==> src/rtl/sqg_pkg.sv <==
package sqg_pkg;

  // event codes
  localparam logic [1:0] EV_NONE = 2'd0;
  localparam logic [1:0] EV_ON   = 2'd1;
  localparam logic [1:0] EV_OFF  = 2'd2;

  // gate modes
  localparam logic [1:0] GATE_HOLD      = 2'd0;
  localparam logic [1:0] GATE_ONCE      = 2'd1;
  localparam logic [1:0] GATE_ONCE_HOLD = 2'd2;
  localparam logic [1:0] GATE_REPEAT    = 2'd3;

  // configuration register indexes
  localparam logic [1:0] REG_STEP_COUNT  = 2'd0;
  localparam logic [1:0] REG_STEP_OFFSET = 2'd1;
  localparam logic [1:0] REG_PERIOD      = 2'd2;
  localparam logic [1:0] REG_GATE_LEN    = 2'd3;

  localparam logic [4:0]  RST_STEP_COUNT  = 5'd16;
  localparam logic [4:0]  RST_STEP_OFFSET = 5'd1;
  localparam logic [15:0] RST_PERIOD      = 16'd1000;
  localparam logic [15:0] RST_GATE_LEN    = 16'd500;

  typedef struct packed {
    logic [7:0] reps;
    logic [1:0] gate;
    logic [6:0] note;
  } entry_t;

  typedef struct packed {
    logic [4:0]        step_count;
    logic signed [4:0] step_offset;
    logic [15:0]       period;
    logic [15:0]       gate_len;
  } cfg_t;

  typedef struct packed {
    logic accept;
    logic mem_write;
    logic time_add;
    logic gate_run;
    logic wrap_run;
    logic out_load;
  } cmd_t;

  typedef struct packed {
    logic do_step;
    logic wrap_done;
    logic out_free;
  } sts_t;

endpackage

==> src/rtl/sqg_in_if.sv <==
interface sqg_in_if;
  logic        valid;
  logic        ready;
  logic        operation;
  logic [15:0] elapsed;
  logic [3:0]  entry_index;
  logic [6:0]  entry_note;
  logic [1:0]  entry_gate;
  logic [7:0]  entry_repeats;

  modport source (
    output valid, operation, elapsed, entry_index, entry_note, entry_gate, entry_repeats,
    input  ready
  );
  modport sink (
    input  valid, operation, elapsed, entry_index, entry_note, entry_gate, entry_repeats,
    output ready
  );
endinterface

==> src/rtl/sqg_out_if.sv <==
interface sqg_out_if;
  logic       valid;
  logic       ready;
  logic [1:0] event_res;
  logic [6:0] event_note;
  logic [3:0] current_step;
  logic [7:0] current_repeat;

  modport source (
    output valid, event_res, event_note, current_step, current_repeat,
    input  ready
  );
  modport sink (
    input  valid, event_res, event_note, current_step, current_repeat,
    output ready
  );
endinterface

==> src/rtl/sqg_ctrl.sv <==
module sqg_ctrl (
  input  logic          clk,
  input  logic          rst,
  input  logic          in_valid,
  input  logic          in_write,
  input  sqg_pkg::sts_t sts,
  output logic          ready,
  output sqg_pkg::cmd_t cmd
);
  import sqg_pkg::*;

  typedef enum logic [2:0] {
    S_IDLE,
    S_WRITE,
    S_TIME,
    S_GATE,
    S_WRAP,
    S_SETTLE,
    S_DONE
  } state_t;

  state_t state;

  always_ff @(posedge clk) begin
    if (rst) begin
      state <= S_IDLE;
    end else begin
      case (state)
        S_IDLE: begin
          if (in_valid) state <= in_write ? S_WRITE : S_TIME;
        end
        S_WRITE:  state <= S_SETTLE;
        S_TIME:   state <= S_GATE;
        S_GATE:   state <= sts.do_step ? S_WRAP : S_SETTLE;
        S_WRAP: begin
          if (sts.wrap_done) state <= S_SETTLE;
        end
        S_SETTLE: state <= S_DONE;
        S_DONE: begin
          if (sts.out_free) state <= S_IDLE;
        end
        default:  state <= S_IDLE;
      endcase
    end
  end

  always_comb begin
    cmd           = '0;
    ready         = (state == S_IDLE);
    cmd.accept    = (state == S_IDLE) && in_valid;
    cmd.mem_write = (state == S_WRITE);
    cmd.time_add  = (state == S_TIME);
    cmd.gate_run  = (state == S_GATE);
    cmd.wrap_run  = (state == S_WRAP);
    cmd.out_load  = (state == S_DONE) && sts.out_free;
  end

endmodule

==> src/rtl/sqg_dp.sv <==
module sqg_dp #(
  parameter int MAX_STEPS = 16,
  parameter int TIME_BITS = 16
) (
  input  logic          clk,
  input  logic          rst,
  input  sqg_pkg::cmd_t cmd,
  input  sqg_pkg::cfg_t cfg,
  output sqg_pkg::sts_t sts,
  input  logic [15:0]   in_elapsed,
  input  logic [3:0]    in_index,
  input  logic [6:0]    in_note,
  input  logic [1:0]    in_gate,
  input  logic [7:0]    in_repeats,
  input  logic          out_ready,
  output logic          out_valid,
  output logic [1:0]    out_event,
  output logic [6:0]    out_note,
  output logic [3:0]    out_step,
  output logic [7:0]    out_repeat
);
  import sqg_pkg::*;

  localparam int PW = (MAX_STEPS > 1) ? $clog2(MAX_STEPS) : 1;
  localparam int WW = PW + 6;
  localparam int CW = (TIME_BITS > 16) ? TIME_BITS : 16;
  localparam int SW = CW + 1;
  localparam logic [TIME_BITS-1:0] TMAX = {TIME_BITS{1'b1}};

  typedef enum logic [2:0] {
    PH_INITIAL,
    PH_HOLD_ON,
    PH_ONCE_ON,
    PH_HOLD_OFF,
    PH_OTH_ON,
    PH_OTH_OFF,
    PH_REP_ON,
    PH_REP_OFF
  } phase_t;

  entry_t                step_mem [MAX_STEPS];
  entry_t                rd_ent;
  entry_t                ent_q;
  logic [3:0]            idx_q;
  logic [15:0]           elapsed_q;
  logic [TIME_BITS-1:0]  time_count;
  phase_t                gate_phase;
  logic [PW-1:0]         step_position;
  logic [7:0]            repeat_count;
  logic [1:0]            ev_q;
  logic signed [WW-1:0]  wrap_val;
  logic signed [WW-1:0]  wrap_n;

  logic [SW-1:0]         time_sum;
  logic                  next_cyc;
  logic                  gate_pass;
  logic                  reps_done;
  logic                  idx_ok;
  logic                  wrap_done;
  logic signed [WW-1:0]  n_eff;
  phase_t                phase_next;
  logic [1:0]            ev_next;
  logic                  clr_time;
  logic                  next_rep;
  logic                  do_step;

  assign time_sum  = SW'(time_count) + SW'(elapsed_q);
  assign next_cyc  = CW'(time_count) >= CW'(cfg.period);
  assign gate_pass = CW'(time_count) >= CW'(cfg.gate_len);
  assign reps_done = repeat_count >= rd_ent.reps;
  assign idx_ok    = 32'(idx_q) < 32'(MAX_STEPS);
  assign wrap_done = !wrap_val[WW-1] && (wrap_val < wrap_n);

  // step count clamped to the table size, zero acts as one
  always_comb begin
    if (cfg.step_count == 5'd0) begin
      n_eff = WW'(1);
    end else if (WW'(cfg.step_count) > WW'(MAX_STEPS)) begin
      n_eff = $signed(WW'(MAX_STEPS));
    end else begin
      n_eff = $signed(WW'(cfg.step_count));
    end
  end

  always_comb begin
    phase_next = gate_phase;
    ev_next    = EV_NONE;
    clr_time   = 1'b0;
    next_rep   = 1'b0;
    do_step    = 1'b0;
    case (gate_phase)
      PH_INITIAL: begin
        if (next_cyc) begin
          clr_time = 1'b1;
          ev_next  = EV_ON;
          case (rd_ent.gate)
            GATE_HOLD:      phase_next = PH_HOLD_ON;
            GATE_ONCE:      phase_next = PH_ONCE_ON;
            GATE_ONCE_HOLD: phase_next = PH_OTH_ON;
            default:        phase_next = PH_REP_ON;
          endcase
        end
      end
      PH_HOLD_ON: begin
        if (gate_pass && reps_done) begin
          ev_next    = EV_OFF;
          do_step    = 1'b1;
          phase_next = PH_INITIAL;
        end else if (next_cyc) begin
          next_rep = 1'b1;
        end
      end
      PH_ONCE_ON: begin
        if (gate_pass) begin
          ev_next    = EV_OFF;
          phase_next = PH_HOLD_OFF;
        end
      end
      PH_HOLD_OFF: begin
        if (next_cyc) begin
          if (reps_done) begin
            do_step    = 1'b1;
            phase_next = PH_INITIAL;
          end else begin
            next_rep = 1'b1;
          end
        end
      end
      PH_OTH_ON: begin
        if (gate_pass) begin
          ev_next    = EV_OFF;
          phase_next = PH_OTH_OFF;
        end
      end
      PH_OTH_OFF: begin
        if (next_cyc) begin
          if (!reps_done) begin
            ev_next    = EV_ON;
            next_rep   = 1'b1;
            phase_next = PH_HOLD_ON;
          end else begin
            do_step    = 1'b1;
            phase_next = PH_INITIAL;
          end
        end
      end
      PH_REP_ON: begin
        if (gate_pass) begin
          ev_next    = EV_OFF;
          phase_next = PH_REP_OFF;
        end
      end
      default: begin
        if (next_cyc) begin
          if (reps_done) begin
            do_step    = 1'b1;
            phase_next = PH_INITIAL;
          end else begin
            next_rep   = 1'b1;
            ev_next    = EV_ON;
            phase_next = PH_REP_ON;
          end
        end
      end
    endcase
  end

  // step table, read data is registered and follows the step position in the next cycle
  always_ff @(posedge clk) begin
    if (cmd.mem_write && idx_ok) step_mem[PW'(idx_q)] <= ent_q;
    rd_ent <= step_mem[step_position];
  end

  // item capture and wrap working registers
  always_ff @(posedge clk) begin
    if (cmd.accept) begin
      idx_q     <= in_index;
      elapsed_q <= in_elapsed;
      ent_q     <= '{reps: in_repeats, gate: in_gate, note: in_note};
    end
    if (cmd.gate_run && do_step) begin
      wrap_val <= $signed(WW'(step_position)) + WW'($signed(cfg.step_offset));
      wrap_n   <= n_eff;
    end else if (cmd.wrap_run && !wrap_done) begin
      if (wrap_val[WW-1]) wrap_val <= wrap_val + wrap_n;
      else wrap_val <= wrap_val - wrap_n;
    end
  end

  always_ff @(posedge clk) begin
    if (rst) begin
      gate_phase    <= PH_INITIAL;
      step_position <= '0;
      repeat_count  <= '0;
      time_count    <= '0;
      ev_q          <= EV_NONE;
    end else begin
      if (cmd.accept) ev_q <= EV_NONE;
      if (cmd.time_add) begin
        time_count <= (time_sum > SW'(TMAX)) ? TMAX : time_sum[TIME_BITS-1:0];
      end
      if (cmd.gate_run) begin
        gate_phase <= phase_next;
        ev_q       <= ev_next;
        if (clr_time || next_rep) time_count <= '0;
        if (next_rep && repeat_count != 8'hff) repeat_count <= repeat_count + 8'd1;
        if (do_step) repeat_count <= '0;
      end
      if (cmd.wrap_run && wrap_done) step_position <= wrap_val[PW-1:0];
    end
  end

  // result register
  always_ff @(posedge clk) begin
    if (rst) begin
      out_valid <= 1'b0;
    end else if (cmd.out_load) begin
      out_valid <= 1'b1;
    end else if (out_ready) begin
      out_valid <= 1'b0;
    end
  end

  always_ff @(posedge clk) begin
    if (cmd.out_load) begin
      out_event  <= ev_q;
      out_note   <= rd_ent.note;
      out_step   <= 4'(step_position);
      out_repeat <= repeat_count;
    end
  end

  assign sts.do_step   = do_step;
  assign sts.wrap_done = wrap_done;
  assign sts.out_free  = !out_valid || out_ready;

endmodule

==> src/rtl/step_sequencer_gate_engine_top.sv <==
// sequence: a write item goes through the write, settle and done states before its result is
//   registered; a tick goes through time, gate, wrap (k add/subtract rounds, only when a step
//   finishes, up to 30 rounds with count one, position and offset 15), settle and done
// flow: one item at a time; a new item waits until the last result is loaded past any stall
// reset: synchronous, active high; clears gate phase, step, repeat, time and config registers
//   to defaults; the step table is not cleared and must be written before it is played
module step_sequencer_gate_engine_top #(
  parameter int MAX_STEPS = 16,
  parameter int TIME_BITS = 16
) (
  input  logic         clk,
  input  logic         rst,
  sqg_in_if.sink       item_in,
  sqg_out_if.source    result_out,
  input  logic         psel,
  input  logic         penable,
  input  logic         pwrite,
  input  logic [3:0]   paddr,
  input  logic [31:0]  pwdata,
  output logic [31:0]  prdata,
  output logic         pready
);
  import sqg_pkg::*;

  cfg_t       cfg;
  cmd_t       cmd;
  sts_t       sts;
  logic [1:0] reg_sel;
  logic       reg_wr;

  assign pready  = 1'b1;
  assign reg_sel = paddr[3:2];
  assign reg_wr  = psel && penable && pwrite;

  always_ff @(posedge clk) begin
    if (rst) begin
      cfg.step_count  <= RST_STEP_COUNT;
      cfg.step_offset <= $signed(RST_STEP_OFFSET);
      cfg.period      <= RST_PERIOD;
      cfg.gate_len    <= RST_GATE_LEN;
    end else if (reg_wr) begin
      case (reg_sel)
        REG_STEP_COUNT:  cfg.step_count  <= pwdata[4:0];
        REG_STEP_OFFSET: cfg.step_offset <= $signed(pwdata[4:0]);
        REG_PERIOD:      cfg.period      <= pwdata[15:0];
        REG_GATE_LEN:    cfg.gate_len    <= pwdata[15:0];
        default: ;
      endcase
    end
  end

  always_comb begin
    case (reg_sel)
      REG_STEP_COUNT:  prdata = {27'd0, cfg.step_count};
      REG_STEP_OFFSET: prdata = {27'd0, cfg.step_offset};
      REG_PERIOD:      prdata = {16'd0, cfg.period};
      REG_GATE_LEN:    prdata = {16'd0, cfg.gate_len};
      default:         prdata = '0;
    endcase
  end

  sqg_ctrl u_ctrl (
    .clk      (clk),
    .rst      (rst),
    .in_valid (item_in.valid),
    .in_write (item_in.operation),
    .sts      (sts),
    .ready    (item_in.ready),
    .cmd      (cmd)
  );

  sqg_dp #(
    .MAX_STEPS (MAX_STEPS),
    .TIME_BITS (TIME_BITS)
  ) u_dp (
    .clk        (clk),
    .rst        (rst),
    .cmd        (cmd),
    .cfg        (cfg),
    .sts        (sts),
    .in_elapsed (item_in.elapsed),
    .in_index   (item_in.entry_index),
    .in_note    (item_in.entry_note),
    .in_gate    (item_in.entry_gate),
    .in_repeats (item_in.entry_repeats),
    .out_ready  (result_out.ready),
    .out_valid  (result_out.valid),
    .out_event  (result_out.event_res),
    .out_note   (result_out.event_note),
    .out_step   (result_out.current_step),
    .out_repeat (result_out.current_repeat)
  );

endmodule

==> src/flat_wrapper.sv <==
// flat-port wrapper written by rule: the top's interface ports become plain ports
module step_sequencer_gate_engine_top_flat import sqg_pkg::*;
#(
  parameter int MAX_STEPS = 16,
  parameter int TIME_BITS = 16
)
  (clk, rst, psel, penable, pwrite, paddr, pwdata, prdata, pready, item_in_valid, item_in_operation, item_in_elapsed, item_in_entry_index, item_in_entry_note, item_in_entry_gate, item_in_entry_repeats, item_in_ready, result_out_valid, result_out_event_res, result_out_event_note, result_out_current_step, result_out_current_repeat, result_out_ready);
  sqg_in_if item_in_i ();
  sqg_out_if result_out_i ();
  input  logic clk;
  input  logic rst;
  input  logic psel;
  input  logic penable;
  input  logic pwrite;
  input  logic [3:0] paddr;
  input  logic [31:0] pwdata;
  output logic [31:0] prdata;
  output logic pready;
  input wire logic [$bits(item_in_i.valid)-1:0] item_in_valid;
  input wire logic [$bits(item_in_i.operation)-1:0] item_in_operation;
  input wire logic [$bits(item_in_i.elapsed)-1:0] item_in_elapsed;
  input wire logic [$bits(item_in_i.entry_index)-1:0] item_in_entry_index;
  input wire logic [$bits(item_in_i.entry_note)-1:0] item_in_entry_note;
  input wire logic [$bits(item_in_i.entry_gate)-1:0] item_in_entry_gate;
  input wire logic [$bits(item_in_i.entry_repeats)-1:0] item_in_entry_repeats;
  output wire logic [$bits(item_in_i.ready)-1:0] item_in_ready;
  output wire logic [$bits(result_out_i.valid)-1:0] result_out_valid;
  output wire logic [$bits(result_out_i.event_res)-1:0] result_out_event_res;
  output wire logic [$bits(result_out_i.event_note)-1:0] result_out_event_note;
  output wire logic [$bits(result_out_i.current_step)-1:0] result_out_current_step;
  output wire logic [$bits(result_out_i.current_repeat)-1:0] result_out_current_repeat;
  input wire logic [$bits(result_out_i.ready)-1:0] result_out_ready;
  assign item_in_i.valid = item_in_valid;
  assign item_in_i.operation = item_in_operation;
  assign item_in_i.elapsed = item_in_elapsed;
  assign item_in_i.entry_index = item_in_entry_index;
  assign item_in_i.entry_note = item_in_entry_note;
  assign item_in_i.entry_gate = item_in_entry_gate;
  assign item_in_i.entry_repeats = item_in_entry_repeats;
  assign item_in_ready = item_in_i.ready;
  assign result_out_valid = result_out_i.valid;
  assign result_out_event_res = result_out_i.event_res;
  assign result_out_event_note = result_out_i.event_note;
  assign result_out_current_step = result_out_i.current_step;
  assign result_out_current_repeat = result_out_i.current_repeat;
  assign result_out_i.ready = result_out_ready;
  step_sequencer_gate_engine_top #(.MAX_STEPS(MAX_STEPS), .TIME_BITS(TIME_BITS)) u_core (.clk(clk), .rst(rst), .item_in(item_in_i), .result_out(result_out_i), .psel(psel), .penable(penable), .pwrite(pwrite), .paddr(paddr), .pwdata(pwdata), .prdata(prdata), .pready(pready));
endmodule
==> config.mk <==
export PLATFORM = sky130hd
export DESIGN_NAME = step_sequencer_gate_engine_top_flat
export DESIGN_NICKNAME = d
export VERILOG_FILES = /design/src/rtl/sqg_pkg.sv /design/src/rtl/sqg_in_if.sv /design/src/rtl/sqg_out_if.sv /design/src/rtl/sqg_ctrl.sv /design/src/rtl/sqg_dp.sv /design/src/rtl/step_sequencer_gate_engine_top.sv /design/src/flat_wrapper.sv
export SDC_FILE = /design/constraint.sdc
export NUM_CORES = 1
export LEC_CHECK = 0
export BUFFER_PORTS_ARGS = -buffer_cell sky130_fd_sc_hd__buf_4
export CORE_MARGIN = 4
export CORE_UTILIZATION = 53
export CTS_BUF_LIST = sky130_fd_sc_hd__clkbuf_16
export DETAILED_ROUTE_END_ITERATION = 10
export GPL_ROUTABILITY_DRIVEN = 0
export GPL_TIMING_DRIVEN = 0
export HOLD_SLACK_MARGIN = 0.08
export PLACE_DENSITY_LB_ADDON = 0.2
export SETUP_SLACK_MARGIN = 0.5
export SLEW_MARGIN = 20
export SYNTH_ARGS = -nofsm -noshare
export SYNTH_HDL_FRONTEND = slang
export SYNTH_SLANG_ARGS = --single-unit
==> constraint.sdc <==
create_clock -name clk -period 9 [get_ports clk]
set_input_delay 0.9 -clock clk [delete_from_list [all_inputs] [get_ports clk]]
set_output_delay 0.9 -clock clk [all_outputs]
set_load 0.005 [all_outputs]
## After elaboration in Yosys (flattened, before gate mapping)

Memory sizes are Yosys's and may differ from the RTL's. A register that Yosys moved wholly into a read port is not among the register bits.
Cells that the tools add are included.
Widths: inputs -> output; s select.

- Add/sub/neg operators: 5
- Magnitude comparators: 6
- Equality and inequality tests: 29
- Mux-type cells: 52
- Reduce and logical (&&, ||, !) cells: 35

Operators by type and width:

| cell | number |
|---|---|
| $pmux 32 s4 | 1 |
| $mux 16 | 4 |
| $pmux 3 s7 | 2 |
| $mux 3 | 13 |
| $ge 16x16->1 | 2 |
| $mux 10 | 3 |
| $ne 2x2->1 const B | 10 |
| $eq 3x3->1 const B | 6 |
| $add 16x16->17 | 1 |
| $gt 17x16->1 const B | 1 |
| $mux 1 | 17 |
| $mux 8 | 2 |
| $eq 3x2->1 const B | 4 |
| $add 10x10->10 | 1 |
| $logic_and 1x1->1 | 10 |
| $lt 10x10->1 | 1 |
| $mux 2 | 5 |
| $reduce_and 10->1 | 1 |
| $reduce_and 2->1 | 5 |
| $sub 10x10->10 | 1 |
| $pmux 3 s3 | 1 |
| $add 8x1->8 const B | 1 |
| $ge 8x8->1 | 1 |
| $ne 8x8->1 const B | 1 |
| other kinds (20) | 33 |

- Register bits after elaboration: 157
- RAM bits: 272
- Output and inout port bits: 56
- Memories kept: 1

Memories:

| name | depth | width | rd ports | clocked after Yosys merged registers in | write ports | line | text |
|---|---|---|---|---|---|---|---|
| u_core.u_dp.step_mem | 16 | 17 | 1 | 1 | 1 | sqg_dp.sv:41 | `entry_t step_mem [MAX_STEPS];` |

## Logic depth before layout (Yosys ltp)

Gate-level depths: netlist (run 1).

- Word-level depth: 7
- Gate-level depth with buffers: 11
- Depth with buffers taken out: 10

## By module

A second synthesis (run 1) with hierarchy kept.

- Cells, all modules: 1259
- Area total of the unflattened synthesis: 19228.4 µm²

Modules (own cells, without submodules):

| module | times used | cells an instance | area each (µm²) | sequential area each (µm²) |
|---|---|---|---|---|
| sqg_dp | 1 | 1012 | 16811.1 | 11380.9 |
| step_sequencer_gate_engine_top | 1 | 215 | 2153.3 | 840.8 |
| sqg_ctrl | 1 | 32 | 264.0 | 60.1 |

## Worst setup path after synthesis (run 1)

OpenSTA, ideal clock, no wires.

- Path type: input to register
- Start point: in item_in_valid
- End point: reg u_core.u_dp.ev_q[0]
- Setup time: 0.128 ns
- Arrival time: 3.996 ns
- Data required time: 8.872 ns
- Slack: 4.877 ns
- Cell stages on the path: 5
- Cells stage by stage: nand2b_1 nor3_1 nor2_1 a32oi_1 nor2_1

RTL lines:

| what | line | text |
|---|---|---|
| from (decl) | flat_wrapper.sv:19 | `input wire logic [$bits(item_in_i.valid)-1:0] item_in_valid;` |
| to (signal assigned) | sqg_dp.sv:204 | `ev_q <= ev_next;` |
| to (decl) | sqg_dp.sv:50 | `logic [1:0] ev_q;` |

## Worst setup path in the final report (run 1)

- Start point: in paddr[2]
- End point: out prdata[0]

- Longest elaborated chain between the ends: 2
- Elaborated cells on any way between the ends: 5
- Classes of those cells: eq/ne: 3; mux: 1; reduce/logical: 1

Ends and longest elaborated chain:

| what | line | text |
|---|---|---|
| from (decl) | flat_wrapper.sv:15 | `input logic [3:0] paddr;` |
| $eq 2x2->1, or another cell as far along | step_sequencer_gate_engine_top.sv:53 | `case (reg_sel)` |
| $pmux 32 s4 * | step_sequencer_gate_engine_top.sv:53 |  |
| to (decl) | flat_wrapper.sv:17 | `output logic [31:0] prdata;` |

Mark *: on every way between the ends. The rest lies on a longest branch, timed or not. The select of a mux whose other input is x is not followed.

==> results.cfg, run 1 <==
[setup_path]
worstPathRequired_ns = 8.10
critical_path_class = input port to primary output
startpoint_type = input port
rr_worst_depth = 9
worstSetupStartpoint = paddr[2]
endpoint_kind = primary output
ff2ff_setup_slack_ns = 5.96
cp.arrival_ns = 2.44
crit_fanout = 10
r2r-end = u_core.u_dp.time_count[6]
r2r-start = u_core.u_dp.time_count[5]

[routing]
wl_um = 44450
drt_first_iter_violations = 998
wire_per_inst_um = 22.88
first_pass_iters = 5
antenna_left = 0
dr_total_vias = 11400
drc = 0
routed_via_density = 5.865

[pwr]
p_leak_nw = 7.983
clkPwrFrac_pct = 38.8
power_switching_mw = 1.047
combPwrFrac_pct = 8.3
p_int_mw = 3.398
p_sw_share_pct = 23.56
ir_worst_vdd_uv = 160.2
p_seq_share_pct = 52.9
p_per_area_nw_per_um2 = 200.1
p_total_mw = 4.445

[die]
die_h_um = 197.8
core_area_um2 = 35570
row_count = 69
die_w_um = 197.8
io_pins = 137
die_area_um2 = 39110
start_util_pct = 53.66

[final_layout]
syn_to_final_growth_pct = 16.40
num-nets-final = 1603
n_fill_cell = 2672
final_cells = 1943
antennaDiodeCount = 0
drive_above_1_share_pct = 22.54
seq_area_um2 = 12280
post-route-util_pct = 62.46
finalInstanceArea_um2 = 22220
multiInputGateArea_um2 = 6375

[global_routing]
grt_usage_pct = 22.76
grt_max_degree = 18
antenna_found_initial = 0
overflow = 0
grt_pass1_wl_um = 67320
grt_pass1_vias = 11300

[synth]
synth_area_leader_cell = edfxtp_1
syn_avg_cell_area_um2 = 15.14
synth_ff_type = edfxtp_1
syn_inst = 1261
synthTopCellsByCount = 345 x edfxtp_1, 96 x dfxtp_1, 90 x mux4_2
syn_area_um2 = 19090
ys_ff_latch = 441
synth-edff-count = 345
async_flop_share_pct = 0
ys_seq_area_share_pct = 64.35
yosys_warnings = 0
post-synth-top-count-cell = edfxtp_1
synth.top_cell.area_share_pct = 54.28
ys_top_cells_by_area = edfxtp_1 54%, mux4_2 11%, dfxtp_1 10%, ha_1 4.8%, nand2_1 1.6%
synth_cell_type_count = 77

[cts]
h-tree-depth = 2
clock_sinks = 441
cts_buffer_depth = 3
cts.repair.resized = 0
cts_setup_buffers = 0
cts_root_buf = clkbuf_16
clk_pin_slew_worst_paths_ns = 0.06
clock_latency_ns = 0.57
cts_inserted_buffers = 46
cts_tree = built
ctsHoldBuffers = 0

[placement]
placed_area_um2 = 20830
post-place-ws_ns = 5.645
port_buffers = 101
place_inst = 1858
dp_hpwl_um = 30350

[hold_path]
hp-class = flip-flop to flip-flop
min-delay-start = u_core.u_dp.rd_ent[0]
min_to = u_core.u_dp.out_note[0]
hold_depth = 0

[sta]
holdWs_ns = 0.4044
fin_crit_sh_pct = 37.09
finClkSkew_ns = 0.03512
worst_slew_pin_slew_ns = 0.9874
layout_setup_ws_ns = 5.662
finalSetupViolations = 0
min_period_ns = 3.338
max_freq_mhz = 299.6
relSlewSlack_pct = 34.17
drv_slew = 0
rsz0062_at_grt = false
setup_tns_ns = 0
finalHoldViolations = 0

[outcome]
outcome = completed

[flow_run]
maxCapViolCount = 0
==> cell families after synthesis <==
logic type | after synthesis | share of synthesized area [%]
fa+ha+maj | 77 | 5.205
compound gates | 194 | 6.994
other cells | 2 | 0.03935
buf+inv | 138 | 3.251
xor+xnor | 20 | 0.9177
flops | 441 | 64.35
simple gates | 267 | 6.942
mux | 122 | 12.30
==> power groups by stage <==
stage	Clock, mW	Sequential, mW	Combinational, mW
finish	1.72	2.35	0.370
global route	1.85	2.36	0.409
CTS	1.75	2.35	0.368
detailed placement	0	2.39	0.365
global placement	0	2.39	0.339
floorplan	0	2.36	0.244
==> layer usage <==
metal	up-vias	wire (um)	GRT usage, %
met2	373	21090	35.76
met3	73	3022	4.135
met5	-	0	0
met4	0	1221	6.707
met1	5753	19110	33.10
li1	5196	-	-
==> worst max-delay path: stages <==
cell,delay (ns)
buf_4,0.10
buf_1,0.65
mux4_2,0.63
buf_4,0.16
==> cells in the final DEF (no fill, tap or decap), types with 6 or more instances in the layout <==
cell type	instances
or3_1	7
nor2_1	56
clkbuf_1	32
ha_1	73
nor2_4	14
xor2_1	8
buf_2	12
nor3_1	13
o21ai_1	8
nand4_1	6
a21oi_1	55
nand3_1	11
and3_1	10
o22ai_1	10
o21ai_0	23
nor3_2	6
edfxtp_1	345
clkinv_1	9
nor2b_1	17
mux2i_1	31
mux4_2	90
o21a_1	9
clkbuf_16	46
a211oi_1	7
nand3b_1	7
buf_4	129
conb_1	17
nand2_1	83
xnor2_1	12
a21o_1	11
dfxtp_1	96
o211ai_1	15
o21bai_1	9
nand2b_1	11
inv_1	93
==> cell type report <==
type,count,share of cell area (%)
buffer,66,1.577
clock buffer,46,5.181
clock inverter,39,1.019
inverter,72,1.216
multi-input combinational,697,28.69
sequential,441,55.28
tap,461,2.596
timing repair buffer,121,4.438
==> registers in the layout (all words and copies together), names as in the netlist <==
name	flops
u_core.u_dp.wrap_n	5
u_core.u_dp.wrap_val	10
u_core.u_dp.rd_ent	17
u_core.u_dp.ent_q	17
u_core.u_dp.out_event	2
u_core.u_dp.repeat_count	8
u_core.u_dp.out_repeat	8
u_core.cfg	42
u_core.u_dp.gate_phase	3
u_core.u_dp.out_note	7
u_core.u_dp.step_position	4
u_core.u_dp.time_count	16
u_core.u_dp.out_step	4
u_core.u_ctrl.state	3
u_core.u_dp.out_valid	1
u_core.u_dp.ev_q	2
u_core.u_dp.elapsed_q	16
u_core.u_dp.step_mem	272
u_core.u_dp.idx_q	4
==> worst max-delay path by stage <==
stage,to,cells after the start,slack (ns)
3_3_place_gp,u_core.u_dp.ev_q[0],6,2.08
3_5_place_dp,prdata[0],4,5.64
2_1_floorplan,u_core.u_dp.ev_q[0],5,4.88
4_1_cts,prdata[0],4,5.64
5_1_grt,prdata[0],4,5.59
6_report,prdata[0],4,5.66
Power figures use the tool's default switching activity.
==> run 2, diff against run 1 <==
Clock period 9 ns to 2.7 ns, I/O delays scaled along.
==> results.cfg, run 2 (synthesis gave the netlist of run 1 again) <==
[setup_path]
cp.arrival_ns = 2.85
critical_path_class = flip-flop to flip-flop
endpoint_kind = flip-flop
startpoint_type = flip-flop
worstPathRequired_ns = 3.02
crit_fanout = 7

[routing]
antenna_left = 0
first_pass_iters = 5
wire_per_inst_um = 23.39
routed_via_density = 5.855
drc = 0
dr_total_vias = 12030
wl_um = 48070
drt_first_iter_violations = 981

[cts]
clk_pin_slew_worst_paths_ns = 0.06
cts_root_buf = clkbuf_16
clock_sinks = 441
h-tree-depth = 2
cts_buffer_depth = 3
cts_tree = built
cts_inserted_buffers = 47
clock_latency_ns = 0.60

[outcome]
outcome = completed

[global_routing]
overflow = 0
antenna_found_initial = 0
grt_pass1_vias = 11960
grt_max_degree = 18
grt_pass1_wl_um = 71540
grt_usage_pct = 24.32

[sta]
min_period_ns = 2.532
finClkSkew_ns = 0.03529
max_freq_mhz = 395.0
rsz0062_at_grt = true
relSlewSlack_pct = 44.33
worst_slew_pin_slew_ns = 0.8350
setup_tns_ns = 0
drv_slew = 0
finalHoldViolations = 0
fin_crit_sh_pct = 93.77
finalSetupViolations = 0

[placement]
port_buffers = 101
placed_area_um2 = 21150
dp_hpwl_um = 30710

[final_layout]
top_register = u_core.u_dp.step_mem
seq_area_um2 = 12320
final_common_cell = edfxtp_1
num-nets-final = 1713
reg.largest.list = u_core.u_dp.step_mem: 272 flops, u_core.cfg: 42 flops
n_fill_cell = 2369
multiInputGateArea_um2 = 7042
finalInstanceArea_um2 = 24290
antennaDiodeCount = 0
syn_to_final_growth_pct = 27.24
largest_reg_flops = 272
drive_above_1_share_pct = 32.81
final_cell_mix = 345 x edfxtp_1, 164 x buf_4, 90 x mux4_2

[die]
die_w_um = 197.8
start_util_pct = 53.66
die_area_um2 = 39110
io_pins = 137
row_count = 69
die_h_um = 197.8
core_area_um2 = 35570

[pwr]
ir_worst_vdd_uv = 569.1
p_leak_nw = 8.688
p_per_area_nw_per_um2 = 634.3

[hold_path]
hp-class = input port to flip-flop

[flow_run]
maxCapViolCount = 0
run 2: changes by cell type in the layout (fill, tap and decap cells not counted), moves of 9 or more:
cell,previous run,this run
a21oi_1,55,43
a21oi_2,2,11
buf_12,1,14
buf_2,12,3
buf_4,129,164
clkbuf_1,32,18
dfxtp_1,96,75
dfxtp_2,0,16
dlygate4sd3_1,0,54
ha_1,73,60
ha_4,0,9
inv_1,93,79
o22ai_1,10,0
run 2: report_power, final:
| group | internal (mW) | switching [mW] | leakage (nW) | total, mW |
|---|---|---|---|---|
| clock network | 3.28 | 2.63 | 0.745 | 5.90 |
| logic | 0.786 | 0.861 | 4.02 | 1.65 |
| registers | 7.61 | 0.248 | 3.92 | 7.86 |
| total | 11.7 | 3.73 | 8.69 | 15.4 |
run 2: worst paths after layout:
check                                  from                         to  slack [ns]  cells past startpoint
setup / recovery  u_core.u_dp.time_count[5]    u_core.u_dp.wrap_val[3]        0.17                     10
hold / removal                          rst  u_core.u_dp.time_count[0]        0.15                      4
setup reg to reg  u_core.u_dp.time_count[5]    u_core.u_dp.wrap_val[3]        0.17                     10
hold reg to reg       u_core.u_dp.rd_ent[5]    u_core.u_dp.out_note[5]        0.40                      0
run 2: layout make-up:
cell class	instances	area share, %
inverters	72	1.113
well taps	461	2.375
repair buffers	229	9.047
flip-flops and latches	441	50.73
clock inverters	41	1.005
multi-input cells	698	29.00
plain buffers	66	1.891
clock buffers	47	4.843
run 2: stage by stage:
step	utilization (%)	instances	power, mW	hold WS, ns	setup WS [ns]
CTS	67.08	2041	15.33	0.1401	0.1878
global route	68.28	2055	15.96	0.1630	0.07850
finish	68.28	2055	15.40	0.1484	0.1683
detailed placement	59.45	1856	9.246	0.3887	-0.1465
global placement	58.16	1838	9.145	0.3854	-0.8443
floorplan	-	1276	8.733	0.3689	0.3609
run 2: worst max-delay path: stages (launching register included):
cell	delay, ns
dfxtp_4	0.42
ha_4	0.22
a21o_1	0.17
a221oi_2	0.28
o21ai_2	0.13
a211o_4	0.36
o221ai_4	0.17
buf_12	0.15
nor2_4	0.06
buf_12	0.17
mux2i_1	0.11
run 2: metal layers:
| layer | up-vias | global-route usage (%) | share of wire (%) |
|---|---|---|---|
| li1 | 5419 | - | - |
| met1 | 6066 | 34.18 | 41 |
| met2 | 469 | 39.37 | 48 |
| met3 | 77 | 4.492 | 7.5 |
| met4 | 0 | 7.269 | 2.8 |
| met5 | - | 0 | 0 |
run 2: repair_timing:
item,4_1_cts,5_1_grt
endpoints found under the hold margin,80,0
setup buffers,39,13
endpoints found under the setup margin,327,156
gates resized for setup,90,77
gates cloned,4,1
pin swaps,29,55
hold buffers,54,0
==> run 3, diff against run 2 <==
Settings changed: PLACE_DENSITY set to 0.8, PLACE_DENSITY_LB_ADDON 0.2 to not set.
==> results.cfg, run 3 (synthesis gave the netlist of run 1 again) <==
[setup_path]
rr_worst_depth = 12
crit_top_cell = a21oi_4
endpoint_kind = flip-flop
cp.arrival_ns = 3.20
worstPathRequired_ns = 3.15
r2r-end = u_core.u_dp.time_count[11]
crit_fanout = 8
slowest_stage = dfxtp_1
cp.buffers_inverters = 4
ff2ff_setup_slack_ns = -0.05
crit_family = compound AO/OA/AOI/OAI gates
r2r-start = u_core.cfg[28]
max_stage_delay_ns = 0.39
startpoint_type = flip-flop
crit_chain = inv_1 > ha_1 > a41oi_2 > o21ai_1 > o2bb2ai_4 > a211o_2 > buf_6 > buf_8 > a21oi_4 > a21oi_4 > buf_12 > a211oi_4
critical_path_class = flip-flop to flip-flop

[final_layout]
num-nets-final = 1730
final_common_cell = edfxtp_1
largest_reg_flops = 272
final_cells = 2069
drive_above_1_share_pct = 36.53
syn_to_final_growth_pct = 30.02
top_register = u_core.u_dp.step_mem
finalInstanceArea_um2 = 24820
reg.largest.list = u_core.u_dp.step_mem: 272 flops, u_core.cfg: 42 flops
final_cell_mix = 345 x edfxtp_1, 174 x buf_4, 90 x mux4_2

[global_routing]
antenna_found_initial = 1
grt_pass1_vias = 12910
grt_max_degree = 18
grt_usage_pct = 27.04
use_met3_pct = 4.424
met1_usage_pct = 35.63
top_usage_layer = met2
grt_pass1_wl_um = 79670
overflow = 0
met2_usage_pct = 45.22

[pwr]
p_total_mw = 16.17
ir_worst_vdd_uv = 530.7
p_leak_nw = 8.836
p_per_area_nw_per_um2 = 651.5

[cts]
cts_inserted_buffers = 43
cts_buffer_depth = 3
h-tree-depth = 2
clk_pin_slew_worst_paths_ns = 0.07
clock_sinks = 441
cts_tree = built
cts_root_buf = clkbuf_16
clock_latency_ns = 0.58

[routing]
routed_via_density = 6.428
first_pass_iters = 7
drt_first_iter_violations = 1629
wl_um = 57750
dr_total_vias = 13300
antenna_left = 0
drc = 0
wire_per_inst_um = 27.91

[flow_run]
maxCapViolCount = 0

[placement]
port_buffers = 101
dp_hpwl_um = 30050
place_inst = 1848
placed_area_um2 = 20960

[sta]
layout_setup_ws_ns = -0.05382
max_freq_mhz = 363.1
finalHoldViolations = 0
rsz0062_at_grt = true
fin_crit_sh_pct = 102.0
finClkSkew_ns = 0.03360
worst_slew_pin_slew_ns = 0.9109
finalSetupViolations = 2
drv_slew = 0
relSlewSlack_pct = 38.81
min_period_ns = 2.754
holdWs_ns = 0.1354

[outcome]
violations = negative setup slack
outcome = finished with violations

[die]
die_w_um = 197.8
die_h_um = 197.8
core_area_um2 = 35570
start_util_pct = 53.66
die_area_um2 = 39110
row_count = 69
io_pins = 137

[hold_path]
hold_depth = 3
hp-class = input port to flip-flop
min-delay-start = result_out_ready
min_to = u_core.u_dp.out_valid
-- run 3: changes by cell type in the layout (fill, tap and decap cells not counted), moves of 8 or more --
cell     previous run  this run
inv_1              79        63
buf_4             164       174
dfxtp_1            75        65
nor2_1             54        45
ha_4                9        17
inv_2               6        14
-- run 3: power breakdown --
part           internal, mW  switching [mW]
clock network          3.53            2.75
registers              7.60           0.291
logic                 0.930            1.07
-- run 3: layout make-up --
cell class                      count  area, um^2
Sequential cell                   441       12340
Fill cell                        2029       10750
Multi-Input combinational cell    698        7289
Timing Repair Buffer              250        2434
Clock buffer                       43        1076
Tap cell                          461       576.8
Buffer                             66       456.7
Clock inverter                     37       369.1
Inverter                           72       272.8
Antenna cell                        1       2.502
-- run 3: how the worst max path moves through the flow --
| stage | from | to | slack [ns] | cells after the start |
|---|---|---|---|---|
| global placement | u_core.u_ctrl.state[1] | u_core.u_dp.step_mem[4][0] | -0.61 | 5 |
| global route | u_core.cfg[28] | u_core.u_dp.time_count[14] | -0.05 | 13 |
| CTS | u_core.u_dp.time_count[6] | u_core.u_dp.wrap_val[4] | 0.16 | 10 |
| floorplan | u_core.u_ctrl.state[1] | u_core.u_dp.step_mem[12][0] | 0.36 | 5 |
| detailed placement | u_core.u_dp.step_position[1] | u_core.u_dp.wrap_val[4] | -0.22 | 9 |
| finish | u_core.cfg[28] | u_core.u_dp.time_count[11] | -0.05 | 12 |
-- run 3: repair_timing --
item / 4_1_cts / 5_1_grt
endpoints found under the hold margin: 79 / 0
resized for setup: 124 / 117
pin swaps: 46 / 53
cloned: 4 / 2
endpoints found under the setup margin: 354 / 260
hold buffers: 53 / 0
setup buffers: 55 / 26
-- run 3: routing by layer --
metal / wire length [um] / vias to the layer above
met5: 0 / -
met4: 3393 / 0
met3: 5523 / 283
met2: 28400 / 990
met1: 20430 / 6579
li1: - / 5448
-- run 3: metrics by stage --
| step | setup slack, ns | TNS, ns | util [%] |
|---|---|---|---|
| finish | -0.05382 | -0.08699 | 69.77 |
| global route | -0.04773 | -0.2171 | 69.77 |
| floorplan | 0.3609 | 0 | - |
| global placement | -0.6051 | -80.12 | 58.16 |
| detailed placement | -0.2166 | -0.8316 | 58.92 |
| CTS | 0.1640 | 0 | 67.69 |
-- run 3: worst reg2reg max path: cells and delay by family (launching register included) --
family,cells,cell delay (ns)
DFF,1,0.39
adders and majority gates,1,0.35
buffers and inverters,4,0.52
AOI/OAI and AO/OA,7,1.35
